File: config.mk
export PLATFORM = sky130hd
export DESIGN_NAME = bsa_ram
export DESIGN_NICKNAME = d
export VERILOG_FILES = /design/src/rtl/bsa_ram.sv
export SDC_FILE = /design/constraint.sdc
export NUM_CORES = 1
export LEC_CHECK = 0
export BUFFER_PORTS_ARGS = -buffer_cell sky130_fd_sc_hd__buf_2
export CORE_AREA = 2 2 137 139
export CTS_BUF_LIST = sky130_fd_sc_hd__clkbuf_4 sky130_fd_sc_hd__clkbuf_8
export CTS_CLUSTER_DIAMETER = 100
export DETAILED_ROUTE_END_ITERATION = 10
export DIE_AREA = 0 0 139 141
export PLACE_DENSITY_LB_ADDON = 0.08
export SLEW_MARGIN = 0
export SYNTH_ARGS = -nofsm -noshare
export SYNTH_HDL_FRONTEND = slang
export SYNTH_SLANG_ARGS = --single-unit
export TNS_END_PERCENT = 20
File: constraint.sdc
create_clock -name clk_i -period 1.8 [get_ports clk_i]
set_input_delay 0.09 -clock clk_i [delete_from_list [all_inputs] [get_ports clk_i]]
set_output_delay 0.09 -clock clk_i [all_outputs]
set_load 0.03 [all_outputs]
File: src/rtl/bsa_ram.sv
// Generic single write port, single read port RAM with registered read data.
// No dependencies.
module bsa_ram #(
  parameter int unsigned Width = 8,
  parameter int unsigned Depth = 16
) (
  input  logic                     clk_i,
  input  logic                     we_i,
  input  logic [$clog2(Depth)-1:0] waddr_i,
  input  logic [Width-1:0]         wdata_i,
  input  logic [$clog2(Depth)-1:0] raddr_i,
  output logic [Width-1:0]         rdata_o
);

  logic [Width-1:0] mem_q [Depth];

  always_ff @(posedge clk_i) begin
    if (we_i) begin
      mem_q[waddr_i] <= wdata_i;
    end
    rdata_o <= mem_q[raddr_i];
  end

endmodule

After elaboration in Yosys (flattened, before gate mapping) --
Memories as Yosys holds them, arrays and structs flattened. A register that Yosys moved wholly into a read port is not among the register bits. Index checks and enable logic that the tools add are counted.
Storage, ports and cells: register bits after elaboration 0, memory bits (writable) 128, input bits 18, output and inout bits 8, logic and storage cells 3, memories 1
Memories:
- mem_q | words 16, width 8, read ports 1, clocked after memory_dff 1, write ports 1, RTL line 15 | logic [Width-1:0] mem_q [Depth];
Cells by class: mux-type cells 2
Operators by type and width (count):
- $mux W1 | 2

Longest topological paths before layout --
Gate-level depths: netlist of run 1.
word-level depth 2, gate-level depth with buffers 5, depth with buffers taken out 3

Worst setup path before layout of run 1 --
OpenSTA, ideal clock, no wires.
path type input to register, from input waddr_i[2], to memory mem_q[0][0] (enable), setup time 383 ps, arrival 1200 ps, data required time 1417 ps, setup slack 217 ps, cell stages on the path 2, path buffers 0, path through or3b_2 > nor3_1
RTL lines:
- start: declaration | RTL line 9 | input logic [$clog2(Depth)-1:0] waddr_i,
- end: declaration | RTL line 15
No word-level cell before the write port.

==> results of run 1 <==
## area by class of cell
| type | instances | area [sq um] | area share |
|---|---|---|---|
| Antenna cell | 1 | 2.50 | 0.000411 |
| Clock buffer | 24 | 318 | 0.0522 |
| Clock inverter | 8 | 118 | 0.0193 |
| Multi-Input combinational cell | 83 | 1060 | 0.174 |
| Sequential cell | 136 | 4000 | 0.657 |
| Tap cell | 234 | 293 | 0.0481 |
| Timing Repair Buffer | 45 | 300 | 0.0493 |
## synth_stat cells
master / number / area share
buf_2: 3 / 0.0029
nand2_1: 9 / 0.0066
nand2b_1: 2 / 0.0024
or3b_2: 1 / 0.0017
mux4_2: 18 / 0.079
nand3_1: 1 / 0.00097
nand3b_1: 2 / 0.0029
nor2b_1: 1 / 0.0012
nor3_1: 4 / 0.0039
buf_6: 3 / 0.0066
edfxtp_1: 128 / 0.75
clkdlybuf4s25_2: 3 / 0.0058
mux4_1: 14 / 0.071
dfxtp_1: 8 / 0.031
a22oi_1: 16 / 0.023
and2b_1: 1 / 0.0015
nor2_1: 13 / 0.0095
and2_1: 1 / 0.0012
buf_4: 1 / 0.0015
## how the worst max path moves through the flow
stage,endpoint,slack (ns)
final,rdata_o[4]$_DFF_P_,0.43
after global placement,rdata_o[2]$_DFF_P_,0.25
after CTS,rdata_o[4]$_DFF_P_,0.42
after floorplan,mem_q[0][0]$_DFFE_PP_,0.22
after global routing,rdata_o[6]$_DFF_P_,0.36
after detailed placement,rdata_o[2]$_DFF_P_,0.26
## flip-flops by register name, summed over array words and instances, names as in the netlist
signal	cells
mem_q	128
rdata_o	8
## where the power goes
group	internal [uW]	total (uW)	leakage [uW]	switching, uW
logic	143	376	0.000586	233
registers	3540	3560	0.00122	19.2
clock network	1580	2680	0.000226	1100
## critical path: cells and delay by family, from the launching register on
kind / cells / cell delay (ns)
simple gates: 1 / 0.13
mux: 1 / 0.47
compound gates: 1 / 0.28
flops: 1 / 0.36
## cell families after synthesis
kind of cell           Yosys count  share of synthesized area
flip-flops                     136                      0.778
multiplexers                    32                      0.150
AND/OR/NAND/NOR                 35                     0.0318
buffers and inverters           10                     0.0168
AO/OA/AOI/OAI                   16                     0.0233
## through the flow
stage                     area, sq um  std cells   util  setup WS [ns]  power (uW)
after detailed placement         5650        498  0.310          0.256        4020
after global placement           5650        498  0.310          0.245        4010
after CTS                        6090        530  0.333          0.419        6700
after floorplan                  5150        229      -          0.217        3840
after global routing             6090        531  0.333          0.362        6860
final                            6090        531  0.333          0.431        6610
## per-layer routing
metal / share of wire / vias to the layer above
met1: 0.48 / 1256
met4: 0.019 / 0
met3: 0.027 / 16
met2: 0.48 / 36
li1: - / 1079
met5: 0 / -
==> metrics.txt, run 1 <==
# TYPE chip_impl_metric gauge
chip_impl_metric{name="cts_max_level",unit=""} 4
chip_impl_metric{name="synth.cell_area",unit="sq um"} 5150
chip_impl_metric{name="synth_nets",unit=""} 247
chip_impl_info{name="timing.rr.end",value="rdata_o[4]$_DFF_P_"} 1
chip_impl_metric{name="cp.arrival",unit="ns"} 1.67
chip_impl_metric{name="top_level_ports",unit=""} 26
chip_impl_metric{name="whs",unit="ns"} 0.0366
chip_impl_metric{name="drt_first_iter_violations",unit=""} 131
chip_impl_metric{name="critPathMaxFanout",unit=""} 1
chip_impl_metric{name="port_buffers",unit=""} 25
chip_impl_metric{name="core-area",unit="sq um"} 18300
chip_impl_info{name="global_route.peak_usage_layer",value="met2"} 1
chip_impl_metric{name="holdPathStages",unit=""} 1
chip_impl_metric{name="grt_first_pass_wirelength",unit="um"} 16900
chip_impl_metric{name="r2r_slack",unit="ns"} 0.43
chip_impl_metric{name="fp.dieArea",unit="sq um"} 19600
chip_impl_metric{name="number_of_antenna_violations_at_the_first_check_in_global_routing",unit=""} 1
chip_impl_metric{name="wire_per_inst",unit="um"} 21.1
chip_impl_metric{name="maxCapViolations",unit=""} 0
chip_impl_metric{name="synthesized_flop_and_latch_total",unit=""} 136
chip_impl_metric{name="powerDensity",unit="nW/um^2"} 1090
chip_impl_metric{name="via_per_inst",unit=""} 4.50
chip_impl_metric{name="gr-usage-met1",unit=""} 0.163
chip_impl_metric{name="synthToLayoutAreaGrowth",unit="%"} 18.4
chip_impl_metric{name="numClockSinks",unit=""} 136
chip_impl_info{name="outcome",value="complete, no violations"} 1
chip_impl_metric{name="worstPathRequired",unit="ns"} 2.10
chip_impl_metric{name="static-leakage-power",unit="uW"} 0.00203
chip_impl_info{name="layout_commonest_cell",value="edfxtp_1"} 1
chip_impl_metric{name="synth_seq_area_share",unit=""} 0.778
chip_impl_metric{name="nNetsFinal",unit=""} 301
chip_impl_metric{name="cts.repair_timing.setup_buffer_count",unit=""} 0
chip_impl_info{name="critical_path.endpoint_type",value="register"} 1
chip_impl_metric{name="worst_clock_skew_on_the_final_layout",unit="ns"} 0.0100
chip_impl_metric{name="rows",unit=""} 50
chip_impl_info{name="hold_class",value="in2reg"} 1
chip_impl_metric{name="drt.antenna.violating_nets",unit=""} 0
chip_impl_metric{name="cts_inserted_buffers",unit=""} 17
chip_impl_metric{name="setup_tns",unit="ns"} 0
chip_impl_info{name="clock_root_buffer_master",value="clkbuf_8"} 1
chip_impl_metric{name="synth_cell_types",unit=""} 19
chip_impl_info{name="critical_path.reg2reg.startpoint",value="mem_q[3][4]$_DFFE_PP_"} 1
chip_impl_info{name="min_delay_worst_endpoint",value="mem_q[4][1]$_DFFE_PP_"} 1
chip_impl_info{name="unrepaired_setup_endpoints_after_global_routing",value="no"} 1
chip_impl_metric{name="number_of_remaining_drc_errors",unit=""} 0
chip_impl_info{name="min-delay-start",value="wdata_i[1]"} 1
chip_impl_metric{name="die_width",unit="um"} 139
chip_impl_info{name="layout_common_cells",value="128 x edfxtp_1, 25 x buf_2, 22 x clkbuf_8"} 1
chip_impl_metric{name="num_vias",unit=""} 2387
chip_impl_metric{name="grt_max_degree",unit=""} 33
chip_impl_metric{name="ir_drop",unit="mV"} 0.426
chip_impl_metric{name="clock_tree.buffer_depth",unit=""} 2
chip_impl_metric{name="nFillCells",unit=""} 1751
chip_impl_metric{name="synth_warnings",unit=""} 0
chip_impl_metric{name="first_global_vias",unit=""} 2567
chip_impl_metric{name="synth.avg_cell_area",unit="sq um"} 22.5
chip_impl_metric{name="firstDrtPassIters",unit=""} 4
chip_impl_metric{name="final_hold_vio_count",unit=""} 0
chip_impl_info{name="startpoint_type",value="register"} 1
chip_impl_metric{name="final_layout_size_suffix_gt1_frac",unit=""} 0.324
chip_impl_info{name="critical_path.slowest_cell",value="mux4_2"} 1
chip_impl_metric{name="cts_resized",unit=""} 0
chip_impl_metric{name="period_share",unit=""} 0.761
chip_impl_metric{name="track_usage",unit=""} 0.123
chip_impl_info{name="cp_cell_sequence",value="mux4_2 > a22oi_1 > nand2_1"} 1
chip_impl_metric{name="final-setup-viol-count",unit=""} 0
chip_impl_metric{name="cts_hold_repair.buffers",unit=""} 0
chip_impl_metric{name="critical-path-max-stage-delay",unit="ns"} 0.47
chip_impl_metric{name="reg2regPathDepth",unit=""} 3
chip_impl_metric{name="grt_use_met2",unit=""} 0.189
chip_impl_info{name="worst_setup_path_startpoint",value="mem_q[3][4]$_DFFE_PP_"} 1
chip_impl_metric{name="drv_slew",unit=""} 0
chip_impl_metric{name="timing.max_slew.rel_slack",unit=""} 0.338
chip_impl_metric{name="initial_cell_density_of_the_core",unit=""} 0.282
chip_impl_metric{name="worst_skew_pair.late_latency",unit="ns"} 0.44
chip_impl_metric{name="grt-ovfl-total",unit=""} 0
chip_impl_metric{name="gpl.final_weighted_congestion",unit=""} 0.697
chip_impl_metric{name="grt_util_met3",unit=""} 0.0313
chip_impl_metric{name="clk_pin_slew",unit="ns"} 0.08
chip_impl_info{name="tritoncts_clock_tree",value="yes"} 1
chip_impl_metric{name="timing.fmax",unit="GHz"} 0.730
chip_impl_metric{name="place_hpwl",unit="um"} 7280
chip_impl_metric{name="synth_cells",unit=""} 229
chip_impl_metric{name="die_outline_height",unit="um"} 141
chip_impl_metric{name="clock_period_minus_worst_slack",unit="ns"} 1.37
chip_impl_metric{name="drt_wl_total",unit="um"} 11200
chip_impl_info{name="worst-setup-path-type",value="reg2reg"} 1
chip_impl_metric{name="worstMarginPinSlew",unit="ns"} 0.991
Power figures use the tool's default switching activity.
==> inputs of run 2 (changes only) <==
Clock period 1.8 ns to 1.4 ns, I/O delays scaled along.
==> run 2 against run 1 <==
Effect of this change:
- clock skew fell by 0.0037 ns
- critical path type unchanged
- largest power group unchanged
- via count down 0.13%
- critical path depth did not move
- die area unchanged
- total power grew 26%
- wire length shrank 3.4%
==> metrics.txt, run 2 (same netlist as run 1, synthesis figures left out) <==
# TYPE chip_impl_metric gauge
chip_impl_info{name="outcome",value="complete, no violations"} 1
chip_impl_metric{name="wire_per_inst",unit="um"} 20.1
chip_impl_metric{name="period_share",unit=""} 0.941
chip_impl_metric{name="static-leakage-power",unit="uW"} 0.00209
chip_impl_info{name="hold_class",value="in2reg"} 1
chip_impl_metric{name="wl_met3",unit="um"} 326
chip_impl_metric{name="clk_pin_slew",unit="ns"} 0.07
chip_impl_metric{name="number_of_remaining_drc_errors",unit=""} 0
chip_impl_metric{name="worst_clock_skew_on_the_final_layout",unit="ns"} 0.00630
chip_impl_metric{name="via_per_inst",unit=""} 4.43
chip_impl_metric{name="cts_max_level",unit=""} 4
chip_impl_metric{name="final_layout_size_suffix_gt1_frac",unit=""} 0.359
chip_impl_metric{name="timing.fmax",unit="GHz"} 0.759
chip_impl_metric{name="largest_register_ff_count",unit=""} 128
chip_impl_metric{name="num_vias",unit=""} 2384
chip_impl_info{name="unrepaired_setup_endpoints_after_global_routing",value="no"} 1
chip_impl_metric{name="die_outline_height",unit="um"} 141
chip_impl_metric{name="drt-met1-wl",unit="um"} 4920
chip_impl_metric{name="worstMarginPinSlew",unit="ns"} 0.901
chip_impl_metric{name="worst_skew_pair.late_latency",unit="ns"} 0.43
chip_impl_metric{name="drv_slew",unit=""} 0
chip_impl_metric{name="detailedPlace.worstSlack",unit="ns"} -0.231
chip_impl_metric{name="final_cell_area",unit="sq um"} 6200
chip_impl_metric{name="initial_cell_density_of_the_core",unit=""} 0.282
chip_impl_metric{name="post-route-util",unit=""} 0.339
chip_impl_metric{name="cts_inserted_buffers",unit=""} 17
chip_impl_metric{name="synthToLayoutAreaGrowth",unit="%"} 20.4
chip_impl_metric{name="final_hold_vio_count",unit=""} 0
chip_impl_info{name="cp_cell_sequence",value="mux4_1 > a22oi_2 > nand2_1"} 1
chip_impl_info{name="largest_registers",value="mem_q x128, rdata_o x8"} 1
chip_impl_metric{name="insertedDiodeCount",unit=""} 0
chip_impl_metric{name="setup_tns",unit="ns"} 0
chip_impl_info{name="startpoint_type",value="register"} 1
chip_impl_metric{name="critical-path-max-stage-delay",unit="ns"} 0.53
chip_impl_metric{name="rows",unit=""} 50
chip_impl_metric{name="die_width",unit="um"} 139
chip_impl_metric{name="cp.arrival",unit="ns"} 1.64
chip_impl_metric{name="place_hpwl",unit="um"} 7540
chip_impl_info{name="layout_common_cells",value="128 x edfxtp_1, 25 x buf_2, 22 x buf_4"} 1
chip_impl_metric{name="firstDrtPassIters",unit=""} 4
chip_impl_metric{name="powerDensity",unit="nW/um^2"} 1350
chip_impl_metric{name="fp.dieArea",unit="sq um"} 19600
chip_impl_metric{name="track_usage",unit=""} 0.119
chip_impl_metric{name="port_buffers",unit=""} 25
chip_impl_metric{name="timing.max_slew.rel_slack",unit=""} 0.397
chip_impl_info{name="layout_commonest_cell",value="edfxtp_1"} 1
chip_impl_info{name="critical_path.slowest_cell",value="mux4_1"} 1
chip_impl_metric{name="path_buf_inv",unit=""} 0
chip_impl_info{name="top_layer_used",value="met4"} 1
chip_impl_info{name="tritoncts_clock_tree",value="yes"} 1
chip_impl_metric{name="grt_max_degree",unit=""} 24
chip_impl_metric{name="clock_tree.buffer_depth",unit=""} 2
chip_impl_metric{name="clock_period_minus_worst_slack",unit="ns"} 1.32
chip_impl_info{name="critPathTopFamily",value="multiplexers"} 1
chip_impl_metric{name="ir_drop",unit="mV"} 0.582
chip_impl_metric{name="nFillCells",unit=""} 1728
chip_impl_metric{name="grt-ovfl-total",unit=""} 0
chip_impl_metric{name="drt_wl_total",unit="um"} 10800
chip_impl_metric{name="worstPathRequired",unit="ns"} 1.72
chip_impl_metric{name="numClockSinks",unit=""} 136
chip_impl_metric{name="met2RoutedLength",unit="um"} 5460
chip_impl_metric{name="critPathMaxFanout",unit=""} 1
chip_impl_info{name="clock_root_buffer_master",value="clkbuf_8"} 1
chip_impl_metric{name="core-area",unit="sq um"} 18300
chip_impl_info{name="worst-setup-path-type",value="reg2reg"} 1
chip_impl_metric{name="cts_hold_repair.buffers",unit=""} 0
chip_impl_metric{name="drt_first_iter_violations",unit=""} 154
chip_impl_metric{name="nNetsFinal",unit=""} 309
chip_impl_metric{name="final_critical_path_setup_slack",unit="ns"} 0.0830
chip_impl_info{name="critical_path.endpoint_type",value="register"} 1
chip_impl_metric{name="top_level_ports",unit=""} 26
chip_impl_metric{name="first_global_vias",unit=""} 2521
chip_impl_metric{name="drt.antenna.violating_nets",unit=""} 0
chip_impl_metric{name="grt_first_pass_wirelength",unit="um"} 16100
chip_impl_info{name="top_register",value="mem_q"} 1
chip_impl_metric{name="final-setup-viol-count",unit=""} 0
chip_impl_metric{name="number_of_antenna_violations_at_the_first_check_in_global_routing",unit=""} 0
chip_impl_metric{name="post_dp_cell_area",unit="sq um"} 5770
chip_impl_metric{name="gpl.final_weighted_congestion",unit=""} 0.724
chip_impl_metric{name="maxCapViolations",unit=""} 0
==> run 2: cell count changes in the layout (fill, tap and decap cells not counted), moves of 3 or more <==
cell | previous run | this run
buf_4 | 18 | 22
clkinv_2 | 4 | 7
a22oi_2 | 0 | 4
buf_12 | 2 | 6
clkbuf_8 | 22 | 19
a22oi_1 | 16 | 12
==> run 2: through the flow <==
stage               instances  hold WS [ns]  power [uW]
global placement          506         0.466        5180
detailed placement        506         0.484        5190
CTS                       538       0.00222        8470
floorplan                 229         0.169        4940
global route              538       0.00941        8700
finish                    538        0.0323        8360
==> run 2: area by class of cell <==
type | instances | area (sq um) | share of cell area
Sequential cell | 136 | 4000 | 0.646
Multi-Input combinational cell | 83 | 1080 | 0.175
Timing Repair Buffer | 53 | 410 | 0.0662
Tap cell | 234 | 293 | 0.0472
Clock buffer | 22 | 284 | 0.0458
Clock inverter | 10 | 125 | 0.0202
==> run 2: per-layer routing <==
layer  track usage  up-vias
met5             0        -
met1         0.148     1242
met3        0.0377        7
met4        0.0399        0
met2         0.197       44
li1              -     1091
==> run 2: path summary, 6_finish.rpt <==
| check | cells after the start | slack, ns | end | from |
|---|---|---|---|---|
| worst max-delay path | 3 | 0.08 | rdata_o[5]$_DFF_P_ | mem_q[1][5]$_DFFE_PP_ |
| worst min register to register | 3 | 0.67 | rdata_o[6]$_DFF_P_ | mem_q[14][6]$_DFFE_PP_ |
| worst min-delay path | 1 | 0.03 | mem_q[4][7]$_DFFE_PP_ | wdata_i[7] |
| worst max register to register | 3 | 0.08 | rdata_o[5]$_DFF_P_ | mem_q[1][5]$_DFFE_PP_ |
==> run 2: power by group <==
part | switching [uW] | total, uW | internal (uW)
logic | 305 | 516 | 211
clock network | 1380 | 3270 | 1890
registers | 26.1 | 4570 | 4550
==> run 2: repair_timing <==
action	4_1_cts	5_1_grt
setup endpoints to repair	1	4
pin swaps	0	1
setup buffers	0	0
gates resized for setup	1	3
==> run 2: worst reg2reg max path, stage by stage (launching register included) <==
cell	delay, ns
edfxtp_1	0.36
mux4_1	0.53
a22oi_2	0.25
nand2_1	0.07
==> inputs of run 3 (changes only) <==
==> constraint.sdc (replaced) <==
create_clock -name clk_i -period 1.4 [get_ports clk_i]
set_input_delay 0.28 -clock clk_i [delete_from_list [all_inputs] [get_ports clk_i]]
set_output_delay 0.28 -clock clk_i [all_outputs]
set_load 0.03 [all_outputs]
==> run 3 against run 2 <==
Effect of this change:
- first-iteration DRC count fell by 9.7%
- critical path type unchanged
- total power rose by 7.5%
- core utilization rose by 0.79 points
- largest cell class unchanged
==> metrics.txt, run 3 (same netlist as run 1, synthesis figures left out) <==
# TYPE chip_impl_metric gauge
chip_impl_metric{name="clock_period_minus_worst_slack",unit="ns"} 1.32
chip_impl_info{name="min-delay-start",value="wdata_i[6]"} 1
chip_impl_metric{name="final_hold_vio_count",unit=""} 0
chip_impl_metric{name="whs",unit="ns"} 0.221
chip_impl_metric{name="setup_tns",unit="ns"} 0
chip_impl_metric{name="firstDrtPassIters",unit=""} 4
chip_impl_metric{name="insertedDiodeCount",unit=""} 0
chip_impl_metric{name="initial_cell_density_of_the_core",unit=""} 0.282
chip_impl_metric{name="critPathMaxFanout",unit=""} 1
chip_impl_info{name="worst-setup-path-type",value="reg2reg"} 1
chip_impl_metric{name="total_power",unit="uW"} 8990
chip_impl_metric{name="drv_slew",unit=""} 0
chip_impl_metric{name="port_buffers",unit=""} 25
chip_impl_metric{name="numClockSinks",unit=""} 136
chip_impl_metric{name="powerDensity",unit="nW/um^2"} 1420
chip_impl_info{name="critical_path.endpoint_type",value="register"} 1
chip_impl_metric{name="timing.max_slew.rel_slack",unit=""} 0.405
chip_impl_metric{name="wire_per_inst",unit="um"} 21.9
chip_impl_metric{name="timing.fmax",unit="GHz"} 0.757
chip_impl_info{name="unrepaired_setup_endpoints_after_global_routing",value="no"} 1
chip_impl_info{name="hold_class",value="in2reg"} 1
chip_impl_metric{name="fp.dieArea",unit="sq um"} 19600
chip_impl_metric{name="detailedPlace.worstSlack",unit="ns"} -0.433
chip_impl_metric{name="cts_hold_repair.buffers",unit=""} 0
chip_impl_metric{name="final_layout_size_suffix_gt1_frac",unit=""} 0.385
chip_impl_metric{name="num_vias",unit=""} 2482
chip_impl_metric{name="cts_inserted_buffers",unit=""} 17
chip_impl_metric{name="rows",unit=""} 50
chip_impl_info{name="top_register",value="mem_q"} 1
chip_impl_info{name="outcome",value="complete, no violations"} 1
chip_impl_metric{name="first_global_vias",unit=""} 2686
chip_impl_metric{name="synthToLayoutAreaGrowth",unit="%"} 23.2
chip_impl_metric{name="worstMarginPinSlew",unit="ns"} 0.890
chip_impl_info{name="startpoint_type",value="register"} 1
chip_impl_metric{name="gpl.final_weighted_congestion",unit=""} 0.674
chip_impl_metric{name="track_usage",unit=""} 0.131
chip_impl_metric{name="holdPathStages",unit=""} 1
chip_impl_info{name="layout_common_cells",value="128 x edfxtp_1, 34 x buf_4, 25 x buf_2"} 1
chip_impl_metric{name="top_level_ports",unit=""} 26
chip_impl_metric{name="period_share",unit=""} 0.944
chip_impl_metric{name="worstPathRequired",unit="ns"} 1.73
chip_impl_metric{name="number_of_remaining_drc_errors",unit=""} 0
chip_impl_metric{name="final-setup-viol-count",unit=""} 0
chip_impl_metric{name="reg2regPathDepth",unit=""} 3
chip_impl_metric{name="nNetsFinal",unit=""} 319
chip_impl_info{name="layout_commonest_cell",value="edfxtp_1"} 1
chip_impl_metric{name="cts_max_level",unit=""} 4
chip_impl_metric{name="worst_skew_pair.late_latency",unit="ns"} 0.44
chip_impl_metric{name="largest_register_ff_count",unit=""} 128
chip_impl_metric{name="grt-ovfl-total",unit=""} 0
chip_impl_metric{name="via_per_inst",unit=""} 4.53
chip_impl_metric{name="number_of_antenna_violations_at_the_first_check_in_global_routing",unit=""} 0
chip_impl_metric{name="grt_max_degree",unit=""} 17
chip_impl_metric{name="r2r_slack",unit="ns"} 0.08
chip_impl_metric{name="final_critical_path_setup_slack",unit="ns"} 0.0789
chip_impl_metric{name="ir_drop",unit="mV"} 0.622
chip_impl_metric{name="grt_first_pass_wirelength",unit="um"} 17800
chip_impl_metric{name="clk_pin_slew",unit="ns"} 0.08
chip_impl_metric{name="place_hpwl",unit="um"} 8020
chip_impl_metric{name="post-route-util",unit=""} 0.347
chip_impl_info{name="clock_root_buffer_master",value="clkbuf_8"} 1
chip_impl_info{name="min_delay_worst_endpoint",value="mem_q[7][6]$_DFFE_PP_"} 1
chip_impl_info{name="tritoncts_clock_tree",value="yes"} 1
chip_impl_metric{name="die_width",unit="um"} 139
chip_impl_metric{name="drt_wl_total",unit="um"} 12000
chip_impl_metric{name="worst_clock_skew_on_the_final_layout",unit="ns"} 0.00411
chip_impl_info{name="timing.rr.end",value="rdata_o[2]$_DFF_P_"} 1
chip_impl_metric{name="clock_tree.buffer_depth",unit=""} 2
chip_impl_metric{name="cp.arrival",unit="ns"} 1.65
chip_impl_info{name="critical_path.reg2reg.startpoint",value="mem_q[5][2]$_DFFE_PP_"} 1
chip_impl_metric{name="drt.antenna.violating_nets",unit=""} 0
chip_impl_info{name="largest_registers",value="mem_q x128, rdata_o x8"} 1
chip_impl_metric{name="maxCapViolations",unit=""} 0
chip_impl_metric{name="die_outline_height",unit="um"} 141
chip_impl_metric{name="core-area",unit="sq um"} 18300
chip_impl_metric{name="static-leakage-power",unit="uW"} 0.00215
chip_impl_metric{name="drt_first_iter_violations",unit=""} 139
-- run 3: changes by cell type in the layout (fill, tap and decap cells not counted), moves of 3 or more --
cell	previous run	this run
buf_4	22	34
bufinv_16	3	6
clkbuf_4	3	0
clkinv_2	7	1
inv_6	0	3
-- run 3: worst max-delay path: stages, from the launching register on --
cell and delay, ns:
edfxtp_1 0.37, mux4_1 0.55, a22oi_2 0.21, nand2_1 0.08
-- run 3: routing by layer --
layer / global-route usage / share of wire / vias to the layer above / wire length [um]
li1: - / - / 1115 / -
met5: 0 / 0 / - / 0
met2: 0.208 / 0.50 / 49 / 5960
met1: 0.173 / 0.46 / 1307 / 5520
met3: 0.0384 / 0.033 / 11 / 394
met4: 0.0494 / 0.012 / 0 / 140
-- run 3: how the worst max path moves through the flow --
stage | endpoint | start | slack (ns) | depth (start not counted)
global placement | rdata_o[2]$_DFF_P_ | raddr_i[0] | -0.42 | 5
global route | rdata_o[4]$_DFF_P_ | mem_q[3][4]$_DFFE_PP_ | 0.001 | 4
floorplan | mem_q[8][0]$_DFFE_PP_ | waddr_i[2] | -0.07 | 2
CTS | rdata_o[2]$_DFF_P_ | mem_q[2][2]$_DFFE_PP_ | 0.03 | 3
finish | rdata_o[2]$_DFF_P_ | mem_q[5][2]$_DFFE_PP_ | 0.08 | 3
detailed placement | rdata_o[2]$_DFF_P_ | raddr_i[0] | -0.43 | 5
-- run 3: repair_timing --
item / 4_1_cts / 5_1_grt
buffers inserted: 0 / 0
setup endpoints to repair: 2 / 5
pin swaps: 0 / 2
resized for setup: 2 / 4
-- run 3: final cells by class --
type / instances / area (sq um)
Clock inverter: 15 / 248
Sequential cell: 136 / 4000
Timing Repair Buffer: 63 / 460
Fill cell: 1764 / 11900
Clock buffer: 17 / 234
Tap cell: 234 / 293
Multi-Input combinational cell: 83 / 1100
-- run 3: report_power, final --
group          switching, uW  total, uW  internal, uW
registers               22.1       4570          4540
clock network           1570       3880          2310
logic                    319        542           224
total                   1910       8990          7080
-- run 3: per-stage QoR --
stage / instances / instance area (sq um)
final: 548 / 6340
after global routing: 548 / 6340
after CTS: 548 / 6320
after detailed placement: 516 / 5830
after global placement: 516 / 5830
after floorplan: 229 / 5160
